[src/hw/rtl/dnsp_pkg.sv]
// dnsp_pkg: shared types and constants for the dns message stream parser
// no dependencies

package dnsp_pkg;

   localparam int unsigned IndexWidth = 18;
   localparam int unsigned QueueDepth = 2;

   typedef enum logic [3:0] {
      KIND_ID        = 4'd0,
      KIND_FLAGS     = 4'd1,
      KIND_QDCOUNT   = 4'd2,
      KIND_ANCOUNT   = 4'd3,
      KIND_NSCOUNT   = 4'd4,
      KIND_ARCOUNT   = 4'd5,
      KIND_LABEL_LEN = 4'd6,
      KIND_LABEL_CHR = 4'd7,
      KIND_NAME_END  = 4'd8,
      KIND_POINTER   = 4'd9,
      KIND_TYPE      = 4'd10,
      KIND_CLASS     = 4'd11,
      KIND_TTL       = 4'd12,
      KIND_RDLENGTH  = 4'd13,
      KIND_RDATA     = 4'd14,
      KIND_EXTRA     = 4'd15
   } kind_type;

   typedef enum logic [1:0] {
      SEC_HEADER   = 2'd0,
      SEC_QUESTION = 2'd1,
      SEC_RECORD   = 2'd2,
      SEC_AFTER    = 2'd3
   } section_type;

   typedef enum logic [1:0] {
      STATUS_NORMAL    = 2'd0,
      STATUS_TRUNCATED = 2'd1,
      STATUS_TRAILING  = 2'd2
   } status_type;

   // one classified byte as it travels from front to back
   typedef struct packed {
      logic [7:0]            data_byte;
      logic                  last_byte;
      kind_type              kind;
      section_type           section;
      logic [IndexWidth-1:0] index;
      logic                  numeric;
      logic                  field_end;
      logic                  message_done;
   } token_type;

   typedef struct packed {
      logic [7:0]            byte_echo;
      kind_type              element_kind;
      section_type           section;
      logic [IndexWidth-1:0] item_index;
      logic                  field_done;
      logic [31:0]           field_value;
      logic                  message_done;
      status_type            status;
   } result_type;

endpackage

[src/hw/rtl/dnsp_front.sv]
// dnsp_front: walks the message layout and classifies each byte
// depends on dnsp_pkg

module dnsp_front (
   input  logic                clock,
   input  logic                reset,
   input  logic                in_valid,
   output logic                in_ready,
   input  logic [7:0]          in_byte,
   input  logic                in_last,
   output logic                tok_valid,
   input  logic                tok_ready,
   output dnsp_pkg::token_type tok
);
   import dnsp_pkg::*;

   kind_type              kind_ff, kind_in;
   section_type           sec_ff, sec_in;
   logic [1:0]            bif_ff, bif_in;
   logic [7:0]            hi_ff, hi_in;     // previous byte of a 16-bit field
   logic [15:0]           qleft_ff, qleft_in;
   logic [IndexWidth-1:0] rleft_ff, rleft_in;
   logic [IndexWidth-1:0] idx_ff, idx_in;
   logic [5:0]            lleft_ff, lleft_in;
   logic [15:0]           dleft_ff, dleft_in;
   logic [IndexWidth-1:0] rsum_ff, rsum_in;

   logic        take;
   logic [15:0] word;
   logic        fin;
   logic        fend;
   logic        numeric;
   kind_type    kind_out;
   section_type sec_out;
   logic [5:0]  lnext;
   logic [15:0] dnext;
   logic [15:0] qnext;
   logic [IndexWidth-1:0] rnext;

   assign in_ready = tok_ready;
   assign tok_valid = in_valid;
   assign take = in_valid && in_ready;
   assign word = {hi_ff, in_byte};
   assign lnext = lleft_ff - 6'd1;
   assign dnext = dleft_ff - 16'd1;
   assign qnext = qleft_ff - 16'd1;
   assign rnext = rleft_ff - IndexWidth'(1);

   always_comb begin
      kind_in  = kind_ff;
      sec_in   = sec_ff;
      bif_in   = bif_ff;
      hi_in    = in_byte;
      qleft_in = qleft_ff;
      rleft_in = rleft_ff;
      idx_in   = idx_ff;
      lleft_in = lleft_ff;
      dleft_in = dleft_ff;
      rsum_in  = rsum_ff;
      fin      = 1'b0;
      fend     = 1'b0;
      numeric  = 1'b0;
      kind_out = (sec_ff == SEC_AFTER) ? KIND_EXTRA : kind_ff;
      sec_out  = sec_ff;
      case (kind_out)
         KIND_ID, KIND_FLAGS, KIND_QDCOUNT, KIND_ANCOUNT, KIND_NSCOUNT,
         KIND_ARCOUNT, KIND_TYPE, KIND_CLASS, KIND_TTL, KIND_RDLENGTH: begin
            numeric = 1'b1;
            fend = (kind_out == KIND_TTL) ? (bif_ff == 2'd3) : (bif_ff == 2'd1);
            bif_in = fend ? 2'd0 : bif_ff + 2'd1;
         end
         default: ;
      endcase
      // record/question boundaries modeled in one place
      case (kind_out)
         KIND_ID, KIND_FLAGS, KIND_ANCOUNT, KIND_NSCOUNT, KIND_TYPE, KIND_TTL: begin
            if (fend) begin
               kind_in = kind_type'(kind_out + 4'd1);
               if (kind_out == KIND_ANCOUNT) rsum_in = IndexWidth'(word);
               if (kind_out == KIND_NSCOUNT) rsum_in = rsum_ff + IndexWidth'(word);
            end
         end
         KIND_QDCOUNT: begin
            if (fend) begin
               qleft_in = word;
               kind_in  = KIND_ANCOUNT;
            end
         end
         KIND_ARCOUNT: begin
            if (fend) begin
               idx_in = '0;
               rsum_in = rsum_ff + IndexWidth'(word);
               if (qleft_ff != 16'd0) begin
                  sec_in = SEC_QUESTION; kind_in = KIND_LABEL_LEN;
               end else if (rsum_ff + IndexWidth'(word) != '0) begin
                  rleft_in = rsum_ff + IndexWidth'(word);
                  sec_in = SEC_RECORD; kind_in = KIND_LABEL_LEN;
               end else begin
                  sec_in = SEC_AFTER; kind_in = KIND_EXTRA; fin = 1'b1;
               end
            end
         end
         KIND_LABEL_LEN: begin
            if (in_byte[7:6] != 2'b00) begin
               kind_out = KIND_POINTER; kind_in = KIND_POINTER;
            end else if (in_byte == 8'd0) begin
               kind_out = KIND_NAME_END; kind_in = KIND_TYPE;
            end else begin
               lleft_in = in_byte[5:0]; kind_in = KIND_LABEL_CHR;
            end
         end
         KIND_LABEL_CHR: begin
            lleft_in = lnext;
            if (lnext == 6'd0) kind_in = KIND_LABEL_LEN;
         end
         KIND_POINTER: kind_in = KIND_TYPE;
         KIND_CLASS: begin
            if (fend) begin
               if (sec_ff == SEC_QUESTION) begin
                  qleft_in = qnext;
                  idx_in = idx_ff + IndexWidth'(1);
                  if (qnext != 16'd0) kind_in = KIND_LABEL_LEN;
                  else begin
                     idx_in = '0;
                     rleft_in = rsum_ff;
                     if (rsum_ff != '0) begin
                        sec_in = SEC_RECORD; kind_in = KIND_LABEL_LEN;
                     end else begin
                        sec_in = SEC_AFTER; kind_in = KIND_EXTRA; fin = 1'b1;
                     end
                  end
               end else kind_in = KIND_TTL;
            end
         end
         KIND_RDLENGTH, KIND_RDATA: begin
            if (kind_out == KIND_RDLENGTH) begin
               dleft_in = word;
            end else begin
               dleft_in = dnext;
            end
            if ((kind_out == KIND_RDLENGTH && fend) || kind_out == KIND_RDATA) begin
               if ((kind_out == KIND_RDLENGTH ? word : dnext) == 16'd0) begin
                  rleft_in = rnext;
                  idx_in = idx_ff + IndexWidth'(1);
                  if (rnext != '0) kind_in = KIND_LABEL_LEN;
                  else begin
                     sec_in = SEC_AFTER; kind_in = KIND_EXTRA;
                     idx_in = '0; fin = 1'b1;
                  end
               end else kind_in = KIND_RDATA;
            end
         end
         default: begin
            kind_out = KIND_EXTRA; sec_out = SEC_AFTER;
            sec_in = SEC_AFTER; kind_in = KIND_EXTRA;
         end
      endcase
   end

   always_comb begin
      tok.data_byte     = in_byte;
      tok.last_byte     = in_last;
      tok.kind          = kind_out;
      tok.section       = sec_out;
      tok.index         = (sec_out == SEC_QUESTION || sec_out == SEC_RECORD) ? idx_ff : '0;
      tok.numeric       = numeric;
      tok.field_end     = fend;
      tok.message_done  = fin;
   end

   always_ff @(posedge clock) begin
      if (reset || (take && in_last)) begin
         kind_ff  <= KIND_ID;
         sec_ff   <= SEC_HEADER;
         bif_ff   <= '0;
         hi_ff    <= '0;
         qleft_ff <= '0;
         rleft_ff <= '0;
         idx_ff   <= '0;
         lleft_ff <= '0;
         dleft_ff <= '0;
         rsum_ff  <= '0;
      end else if (take) begin
         kind_ff  <= kind_in;
         sec_ff   <= sec_in;
         bif_ff   <= bif_in;
         hi_ff    <= hi_in;
         qleft_ff <= qleft_in;
         rleft_ff <= rleft_in;
         idx_ff   <= idx_in;
         lleft_ff <= lleft_in;
         dleft_ff <= dleft_in;
         rsum_ff  <= rsum_in;
      end
   end

`ifndef SYNTHESIS
   a_after_is_extra: assert property (@(posedge clock) disable iff (reset)
      sec_ff == SEC_AFTER |-> kind_ff == KIND_EXTRA)
      else $error("after section without extra kind");
   a_done_moves_after: assert property (@(posedge clock) disable iff (reset)
      take && fin && !in_last |=> sec_ff == SEC_AFTER)
      else $error("message done did not end message");
   a_bif_ttl_only: assert property (@(posedge clock) disable iff (reset)
      bif_ff > 2'd1 |-> kind_ff == KIND_TTL)
      else $error("wide byte count outside ttl");
`endif
endmodule

[src/hw/rtl/dnsp_queue.sv]
// dnsp_queue: short token queue between front and back
// depends on dnsp_pkg

module dnsp_queue (
   input  logic                clock,
   input  logic                reset,
   input  logic                wr_valid,
   output logic                wr_ready,
   input  dnsp_pkg::token_type wr_tok,
   output logic                rd_valid,
   input  logic                rd_ready,
   output dnsp_pkg::token_type rd_tok
);
   import dnsp_pkg::*;

   localparam int unsigned PtrWidth = $clog2(QueueDepth);

   token_type            mem_ff [QueueDepth];
   logic [PtrWidth-1:0]  wptr_ff, rptr_ff;
   logic [PtrWidth:0]    count_ff;
   logic                 push, pop;

   assign wr_ready = count_ff != (PtrWidth+1)'(QueueDepth);
   assign rd_valid = count_ff != '0;
   assign rd_tok   = mem_ff[rptr_ff];
   assign push = wr_valid && wr_ready;
   assign pop  = rd_valid && rd_ready;

   always_ff @(posedge clock) begin
      if (push) mem_ff[wptr_ff] <= wr_tok;
      if (reset) begin
         wptr_ff  <= '0;
         rptr_ff  <= '0;
         count_ff <= '0;
      end else begin
         if (push) wptr_ff <= wptr_ff + PtrWidth'(1);
         if (pop)  rptr_ff <= rptr_ff + PtrWidth'(1);
         count_ff <= count_ff + (PtrWidth+1)'(push) - (PtrWidth+1)'(pop);
      end
   end

`ifndef SYNTHESIS
   a_no_overflow: assert property (@(posedge clock) disable iff (reset)
      count_ff <= (PtrWidth+1)'(QueueDepth))
      else $error("queue overflow");
   a_count_track: assert property (@(posedge clock) disable iff (reset)
      push && !pop |=> count_ff == $past(count_ff) + (PtrWidth+1)'(1))
      else $error("queue count slip");
   a_pop_track: assert property (@(posedge clock) disable iff (reset)
      pop && !push |=> count_ff == $past(count_ff) - (PtrWidth+1)'(1))
      else $error("queue count slip on pop");
`endif
endmodule

[src/hw/rtl/dnsp_back.sv]
// dnsp_back: assembles numeric fields and forms each result
// depends on dnsp_pkg

module dnsp_back (
   input  logic                 clock,
   input  logic                 reset,
   input  logic                 tok_valid,
   output logic                 tok_ready,
   input  dnsp_pkg::token_type  tok,
   output logic                 res_valid,
   input  logic                 res_ready,
   output dnsp_pkg::result_type res
);
   import dnsp_pkg::*;

   logic [23:0] acc_ff, acc_in;     // bytes of the field seen so far
   logic        valid_ff;
   result_type  res_ff, res_in;
   logic        take;
   logic [31:0] full;

   assign tok_ready = !valid_ff || res_ready;
   assign take = tok_valid && tok_ready;
   assign res_valid = valid_ff;
   assign res = res_ff;
   assign full = {acc_ff, tok.data_byte};

   always_comb begin
      acc_in = acc_ff;
      if (tok.numeric) acc_in = tok.field_end ? '0 : full[23:0];
      res_in.byte_echo    = tok.data_byte;
      res_in.element_kind = tok.kind;
      res_in.section      = tok.section;
      res_in.item_index   = tok.index;
      res_in.field_done   = tok.field_end;
      res_in.field_value  = tok.field_end ? full : '0;
      res_in.message_done = tok.message_done;
      if (tok.section == SEC_AFTER) res_in.status = STATUS_TRAILING;
      else if (tok.last_byte && !tok.message_done) res_in.status = STATUS_TRUNCATED;
      else res_in.status = STATUS_NORMAL;
   end

   always_ff @(posedge clock) begin
      if (take) res_ff <= res_in;
      if (reset) begin
         valid_ff <= 1'b0;
         acc_ff   <= '0;
      end else begin
         if (take) valid_ff <= 1'b1;
         else if (res_ready) valid_ff <= 1'b0;
         if (take) acc_ff <= tok.last_byte ? '0 : acc_in;
      end
   end

`ifndef SYNTHESIS
   a_value_only_done: assert property (@(posedge clock) disable iff (reset)
      valid_ff && !res_ff.field_done |-> res_ff.field_value == '0)
      else $error("field value without done");
   a_hold: assert property (@(posedge clock) disable iff (reset)
      valid_ff && !res_ready |=> valid_ff && $stable(res_ff))
      else $error("result lost under stall");
   a_trailing: assert property (@(posedge clock) disable iff (reset)
      valid_ff && res_ff.section == SEC_AFTER |-> res_ff.status == STATUS_TRAILING)
      else $error("trailing status missing");
`endif
endmodule

[src/hw/rtl/dns_message_stream_parser.sv]
// dns_message_stream_parser: top level, front classifier, queue, back formatter
// path: an accepted byte is written to a queue slot, then held in the back result register until taken
// throughput: one byte per cycle while the queue has room, set by the front state update per byte
// reset: synchronous active high; clears parse state, queue pointers and the output valid flag
// a byte marked last returns the parse to the header for the next message
// depends on dnsp_pkg, dnsp_front, dnsp_queue, dnsp_back

module dns_message_stream_parser (
   input  logic                              clock,
   input  logic                              reset,
   input  logic                              req_valid,
   output logic                              req_ready,
   input  logic [7:0]                        req_data_byte,
   input  logic                              req_last_byte,
   output logic                              rsp_valid,
   input  logic                              rsp_ready,
   output logic [7:0]                        rsp_byte_echo,
   output logic [3:0]                        rsp_element_kind,
   output logic [1:0]                        rsp_section,
   output logic [dnsp_pkg::IndexWidth-1:0]   rsp_item_index,
   output logic                              rsp_field_done,
   output logic [31:0]                       rsp_field_value,
   output logic                              rsp_message_done,
   output logic [1:0]                        rsp_status
);
   import dnsp_pkg::*;

   // front to queue transaction
   logic       f_valid, f_ready;
   token_type  f_tok;
   // queue to back transaction
   logic       q_valid, q_ready;
   token_type  q_tok;
   result_type res;

   // front: one state update per byte, the queue absorbs output stalls
   dnsp_front u_front (
      .clock     (clock),
      .reset     (reset),
      .in_valid  (req_valid),
      .in_ready  (req_ready),
      .in_byte   (req_data_byte),
      .in_last   (req_last_byte),
      .tok_valid (f_valid),
      .tok_ready (f_ready),
      .tok       (f_tok)
   );

   dnsp_queue u_queue (
      .clock    (clock),
      .reset    (reset),
      .wr_valid (f_valid),
      .wr_ready (f_ready),
      .wr_tok   (f_tok),
      .rd_valid (q_valid),
      .rd_ready (q_ready),
      .rd_tok   (q_tok)
   );

   // back: field assembly and registered result
   dnsp_back u_back (
      .clock     (clock),
      .reset     (reset),
      .tok_valid (q_valid),
      .tok_ready (q_ready),
      .tok       (q_tok),
      .res_valid (rsp_valid),
      .res_ready (rsp_ready),
      .res       (res)
   );

   assign rsp_byte_echo    = res.byte_echo;
   assign rsp_element_kind = res.element_kind;
   assign rsp_section      = res.section;
   assign rsp_item_index   = res.item_index;
   assign rsp_field_done   = res.field_done;
   assign rsp_field_value  = res.field_value;
   assign rsp_message_done = res.message_done;
   assign rsp_status       = res.status;

`ifndef SYNTHESIS
   a_ready_when_room: assert property (@(posedge clock) disable iff (reset)
      req_ready == f_ready)
      else $error("front ready not tied to queue room");
   a_no_phantom: assert property (@(posedge clock) disable iff (reset)
      !q_valid && !$past(q_valid) && !$past(rsp_valid) |-> !rsp_valid)
      else $error("result without transaction");
   a_done_normal: assert property (@(posedge clock) disable iff (reset)
      rsp_valid && rsp_message_done |-> rsp_status == STATUS_NORMAL)
      else $error("done with bad status");
`endif
endmodule
[config.mk]
export PLATFORM = sky130hd
export DESIGN_NAME = dns_message_stream_parser
export DESIGN_NICKNAME = d
export VERILOG_FILES = /design/src/hw/rtl/dnsp_pkg.sv /design/src/hw/rtl/dnsp_front.sv /design/src/hw/rtl/dnsp_queue.sv /design/src/hw/rtl/dnsp_back.sv /design/src/hw/rtl/dns_message_stream_parser.sv
export SDC_FILE = /design/constraint.sdc
export NUM_CORES = 1
export LEC_CHECK = 0
export ABC_AREA = 1
export BUFFER_PORTS_ARGS = -buffer_cell sky130_fd_sc_hd__buf_2
export CORE_AREA = 2 2 277 170
export DETAILED_ROUTE_END_ITERATION = 10
export DIE_AREA = 0 0 279 172
export GPL_TIMING_DRIVEN = 0
export SLEW_MARGIN = 20
export SYNTH_ARGS = -nofsm -noshare
export SYNTH_HDL_FRONTEND = slang
export SYNTH_SLANG_ARGS = --single-unit
[constraint.sdc]
create_clock -name clock -period 12.69 [get_ports clock]
set_input_delay 0.6345 -clock clock [delete_from_list [all_inputs] [get_ports clock]]
set_output_delay 0.6345 -clock clock [all_outputs]
set_load 0.01 [all_outputs]
==> summary.md <==
| Metric | Value |
|---|---|
| Yosys top cell by area | `edfxtp_1` |
| Total CTS buffers | `26` |
| Top-count cell post-synth | `nand2_1` |
| Register-to-register setup slack | `9090 ps` |
| RSZ-0062 raised after global routing | `no` |
| Core Rows | `61` |
| DR vias | `between 10,000 and 15,000` |
| Leakage | `7.50 nW` |
| Sw frac | `35.4%` |
| Residual DRC | `0` |
| Maximum clock path buffer count | `3` |
| WP data required | `about 13,000 ps` |
| Max Freq | `0.278 GHz` |
| CTS root buf | `clkbuf_16` |
| Worst Tran Pin Value | `869 ps` |
| Worst reg2reg endpoint | `u_front.rleft_ff[7]` |
| Post-CTS repair timing setup buffer count | `0` |
| Layout cells sized above 1 | `roughly 9%` |
| Setup crit end kind | `register` |
| Outcome | `complete, no violations` |
| Power Dens Cells | `180 mW/mm²` |
| Synth Area in Simple Gates | `28.3%` |
| Diodes inserted | `0` |
| Cells after synthesis | `a little under 2,000` |
| First-pass GRT wire length | `68.3 mm` |
| Post-cts gate resize count | `0` |
| Clk Latency, worst-skew pair | `560 ps` |
| Fin crit period | `3600 ps` |
| Place WS | `8930 ps` |
| Final TNS setup | `0 ps` |
| Synth Area in Adders | `under 10%` |
| Async set-or-reset flop fraction in the synthesized netlist | `0%` |
| Distinct cells, synth | `48` |
| H-Tree Depth | `1` |
| Starting density of the core | `32.5%` |
| CP Max Fanout | `10` |
| Syn_nets | `slightly above 2,000` |
| Die W | `about 280 µm` |
| Fin. Hold Viols | `0` |
| Grt total ovfl | `0` |
| Post-synth top flop | `edfxtp_1` |
| CTS tree | `built` |
| Yosys synthesis warning count | `0` |
| Mux cell area share after synthesis | `0.135%` |
| Internal power | `1.96 mW` |
| Combinational family with the most area after synthesis | `simple AND/OR/NAND/NOR gates` |
| Fin nets | `2,128` |
| Sequential cell area fraction in the yosys report | `between 40% and 50%` |
| Area Growth Syn to Fin | `14.3%` |
| Fill cells | `about 4,700` |
| Port-buffer cells | `81` |
| Worst reg-to-reg path cell count | `17` |
| Die Span Y | `around 170 µm` |
| Drt total wl | `approximately 43 mm` |
| Area of the core | `0.0456 mm²` |
| Post-DR wirelength/cell | `16.0 µm` |
| Synth Area in XOR/XNOR | `under 10%` |
| Post-Syn Area | `about 0.015 mm²` |
| Max Cap Viol | `0` |
| Final GP Congestion | `0.940` |
| Mean Syn Cell Area | `7.51 µm²` |
| Seq pwr share | `42.7%` |
| EDFF count, synth | `140` |
| Post-synth top area share | `28.4%` |
| Initial antenna violation count | `0` |
| Tcrit/Tclk final | `28.3%` |
| Worst r2r src | `u_front.sec_ff[1]` |
| Global Route Usage Sum | `18.0%` |
| Post-synthesis compound-gate area fraction | `11.7%` |
| Synth area leaders | `edfxtp_1 28%, dfxtp_1 19%, nand2_1 13%, nor2_1 7.7%, inv_1 6.4%` |
| Max Slew Vio Count | `0` |
| Io pins | `83` |
| Post-route ant nets | `0` |
| Clk_skew | `25.8 ps` |
| Largest net degree at the start of global routing | `30` |
| Via density | `5.00` |
| Worst setup path end | `u_front.rleft_ff[7]` |
| Setup WS post-layout | `about 9000 ps` |
| Drt first pass iters | `6` |
| Switching power | `between 1 and 1.5 mW` |
| Worst vdd ir | `0.0802 mV` |
| Clk sinks | `278` |
| Vias in the first global route | `12,400` |
| Synth top cells by count | `499 x nand2_1, 302 x nor2_1, 252 x inv_1, 140 x edfxtp_1, 138 x dfxtp_1` |
| DP Wirelength | `33.4 mm` |
| DIE AREA | `0.0480 mm²` |
| WHS Path Cells | `1` |
| Drt initial violations | `1,480` |
| Setup crit start kind | `register` |
| Critical Setup Path Class | `reg -> reg` |
| Worst-path clk slew | `around 70 ps` |
| Hold Crit Class | `in -> reg` |
| Clk pwr share | `26.4%` |
| Final setup violating endpoints | `0` |
| Worst setup startpoint | `u_front.sec_ff[1]` |
| Synth Register Bits | `278` |
| Comb pwr share | `between 30 and 40%` |
| Max-Slew Margin vs Limit | `a little over two fifths` |
| Post-CTS Hold Buffers | `0` |
| Worst Path Arrival | `4070 ps` |
-- kinds of logic after synthesis --
group / after synthesis
AOI/OAI and AO/OA: 306
xor gates and xnor gates: 25
adders and majority gates: 31
buffers and inverters: 325
DFF: 278
muxes: 2
and+or+nand+nor: 1004
-- critical path, cell delays in order, from the launching register on --
cell	delay [ps]
dfxtp_1	360
nand2_4	140
inv_1	70
nor2_1	180
inv_1	160
ha_1	310
nand3_4	160
buf_6	170
nand2_2	210
nor2_1	290
buf_2	320
inv_1	160
buf_2	250
o22ai_1	370
a21oi_1	80
nand3_1	110
nand2_1	50
nor2_1	120
-- metal layers --
| layer | up-vias | wire length [µm] | track usage [%] |
|---|---|---|---|
| met4 | 0 | 423 | 2.36 |
| li1 | 6670 | - | - |
| met5 | - | 0 | 0 |
| met3 | 45 | 4230 | 4.62 |
| met1 | 6306 | 22600 | 28.6 |
| met2 | 493 | 16000 | 24.1 |
-- power by group through the flow --
stage	clock network (mW)	logic, mW	registers [mW]
after global placement	0	0.889	1.33
final	0.804	0.940	1.30
after detailed placement	0	0.936	1.32
after global routing	0.858	1.05	1.32
after CTS	0.820	0.939	1.30
after floorplan	0	0.529	1.37
-- worst min path at each step --
stage | slack [ps] | start | to
final | 280 | req_last_byte | u_queue.mem_ff[0][27]
after global routing | 280 | req_last_byte | u_queue.mem_ff[1][27]
after CTS | 260 | req_last_byte | u_queue.mem_ff[0][27]
after detailed placement | 450 | u_queue.rptr_ff | register
after global placement | 430 | u_queue.rptr_ff | register
after floorplan | 430 | u_queue.rptr_ff | register
-- cell usage in the layout, fill, tap and decap left out, types with 8 or more instances in the layout --
cell / n
clkbuf_1: 48
a211oi_1: 27
a221oi_1: 8
dfxtp_1: 138
ha_1: 30
nor2_1: 299
nand3_1: 112
a31oi_1: 19
o211ai_1: 11
nor3_1: 22
o21ai_0: 109
xor2_1: 19
buf_2: 93
inv_1: 252
edfxtp_1: 140
nand4_1: 17
nand2_1: 499
or2_2: 12
clkbuf_16: 27
a21oi_1: 111
-- registers in the layout, summed over array words and instances (netlist names), 16 cells and up, named ones only --
name / flops
u_queue.mem_ff: 72
u_back.res: 68
u_back.acc_ff: 24
u_front.idx_ff: 18
u_front.rleft_ff: 18
u_front.rsum_ff: 18
u_front.dleft_ff: 16
u_front.qleft_ff: 16
-- stage by stage --
step	cell area (µm²)	total power, mW	util [%]	hold slack [ps]	std cells
after floorplan	14800	1.90	-	426	1971
after global placement	15900	2.22	35.0	434	2650
after detailed placement	16100	2.25	35.2	452	2654
after CTS	16900	3.06	37.1	264	2702
after global routing	16900	3.23	37.1	278	2702
final	16900	3.04	37.1	281	2702
-- final cells by class --
class                   instances  area (µm²)  share of cell area (%)
flip-flops and latches        278        6970                    41.2
multi-input cells            1368        6580                    38.9
inverters                     259         972                    5.75
well taps                     598         748                    4.43
clock buffers                  34         702                    4.15
repair buffers                 85         493                    2.92
plain buffers                  66         300                    1.78
clock inverters                14         150                   0.888
No activity file was read; power rests on OpenSTA's default activity.
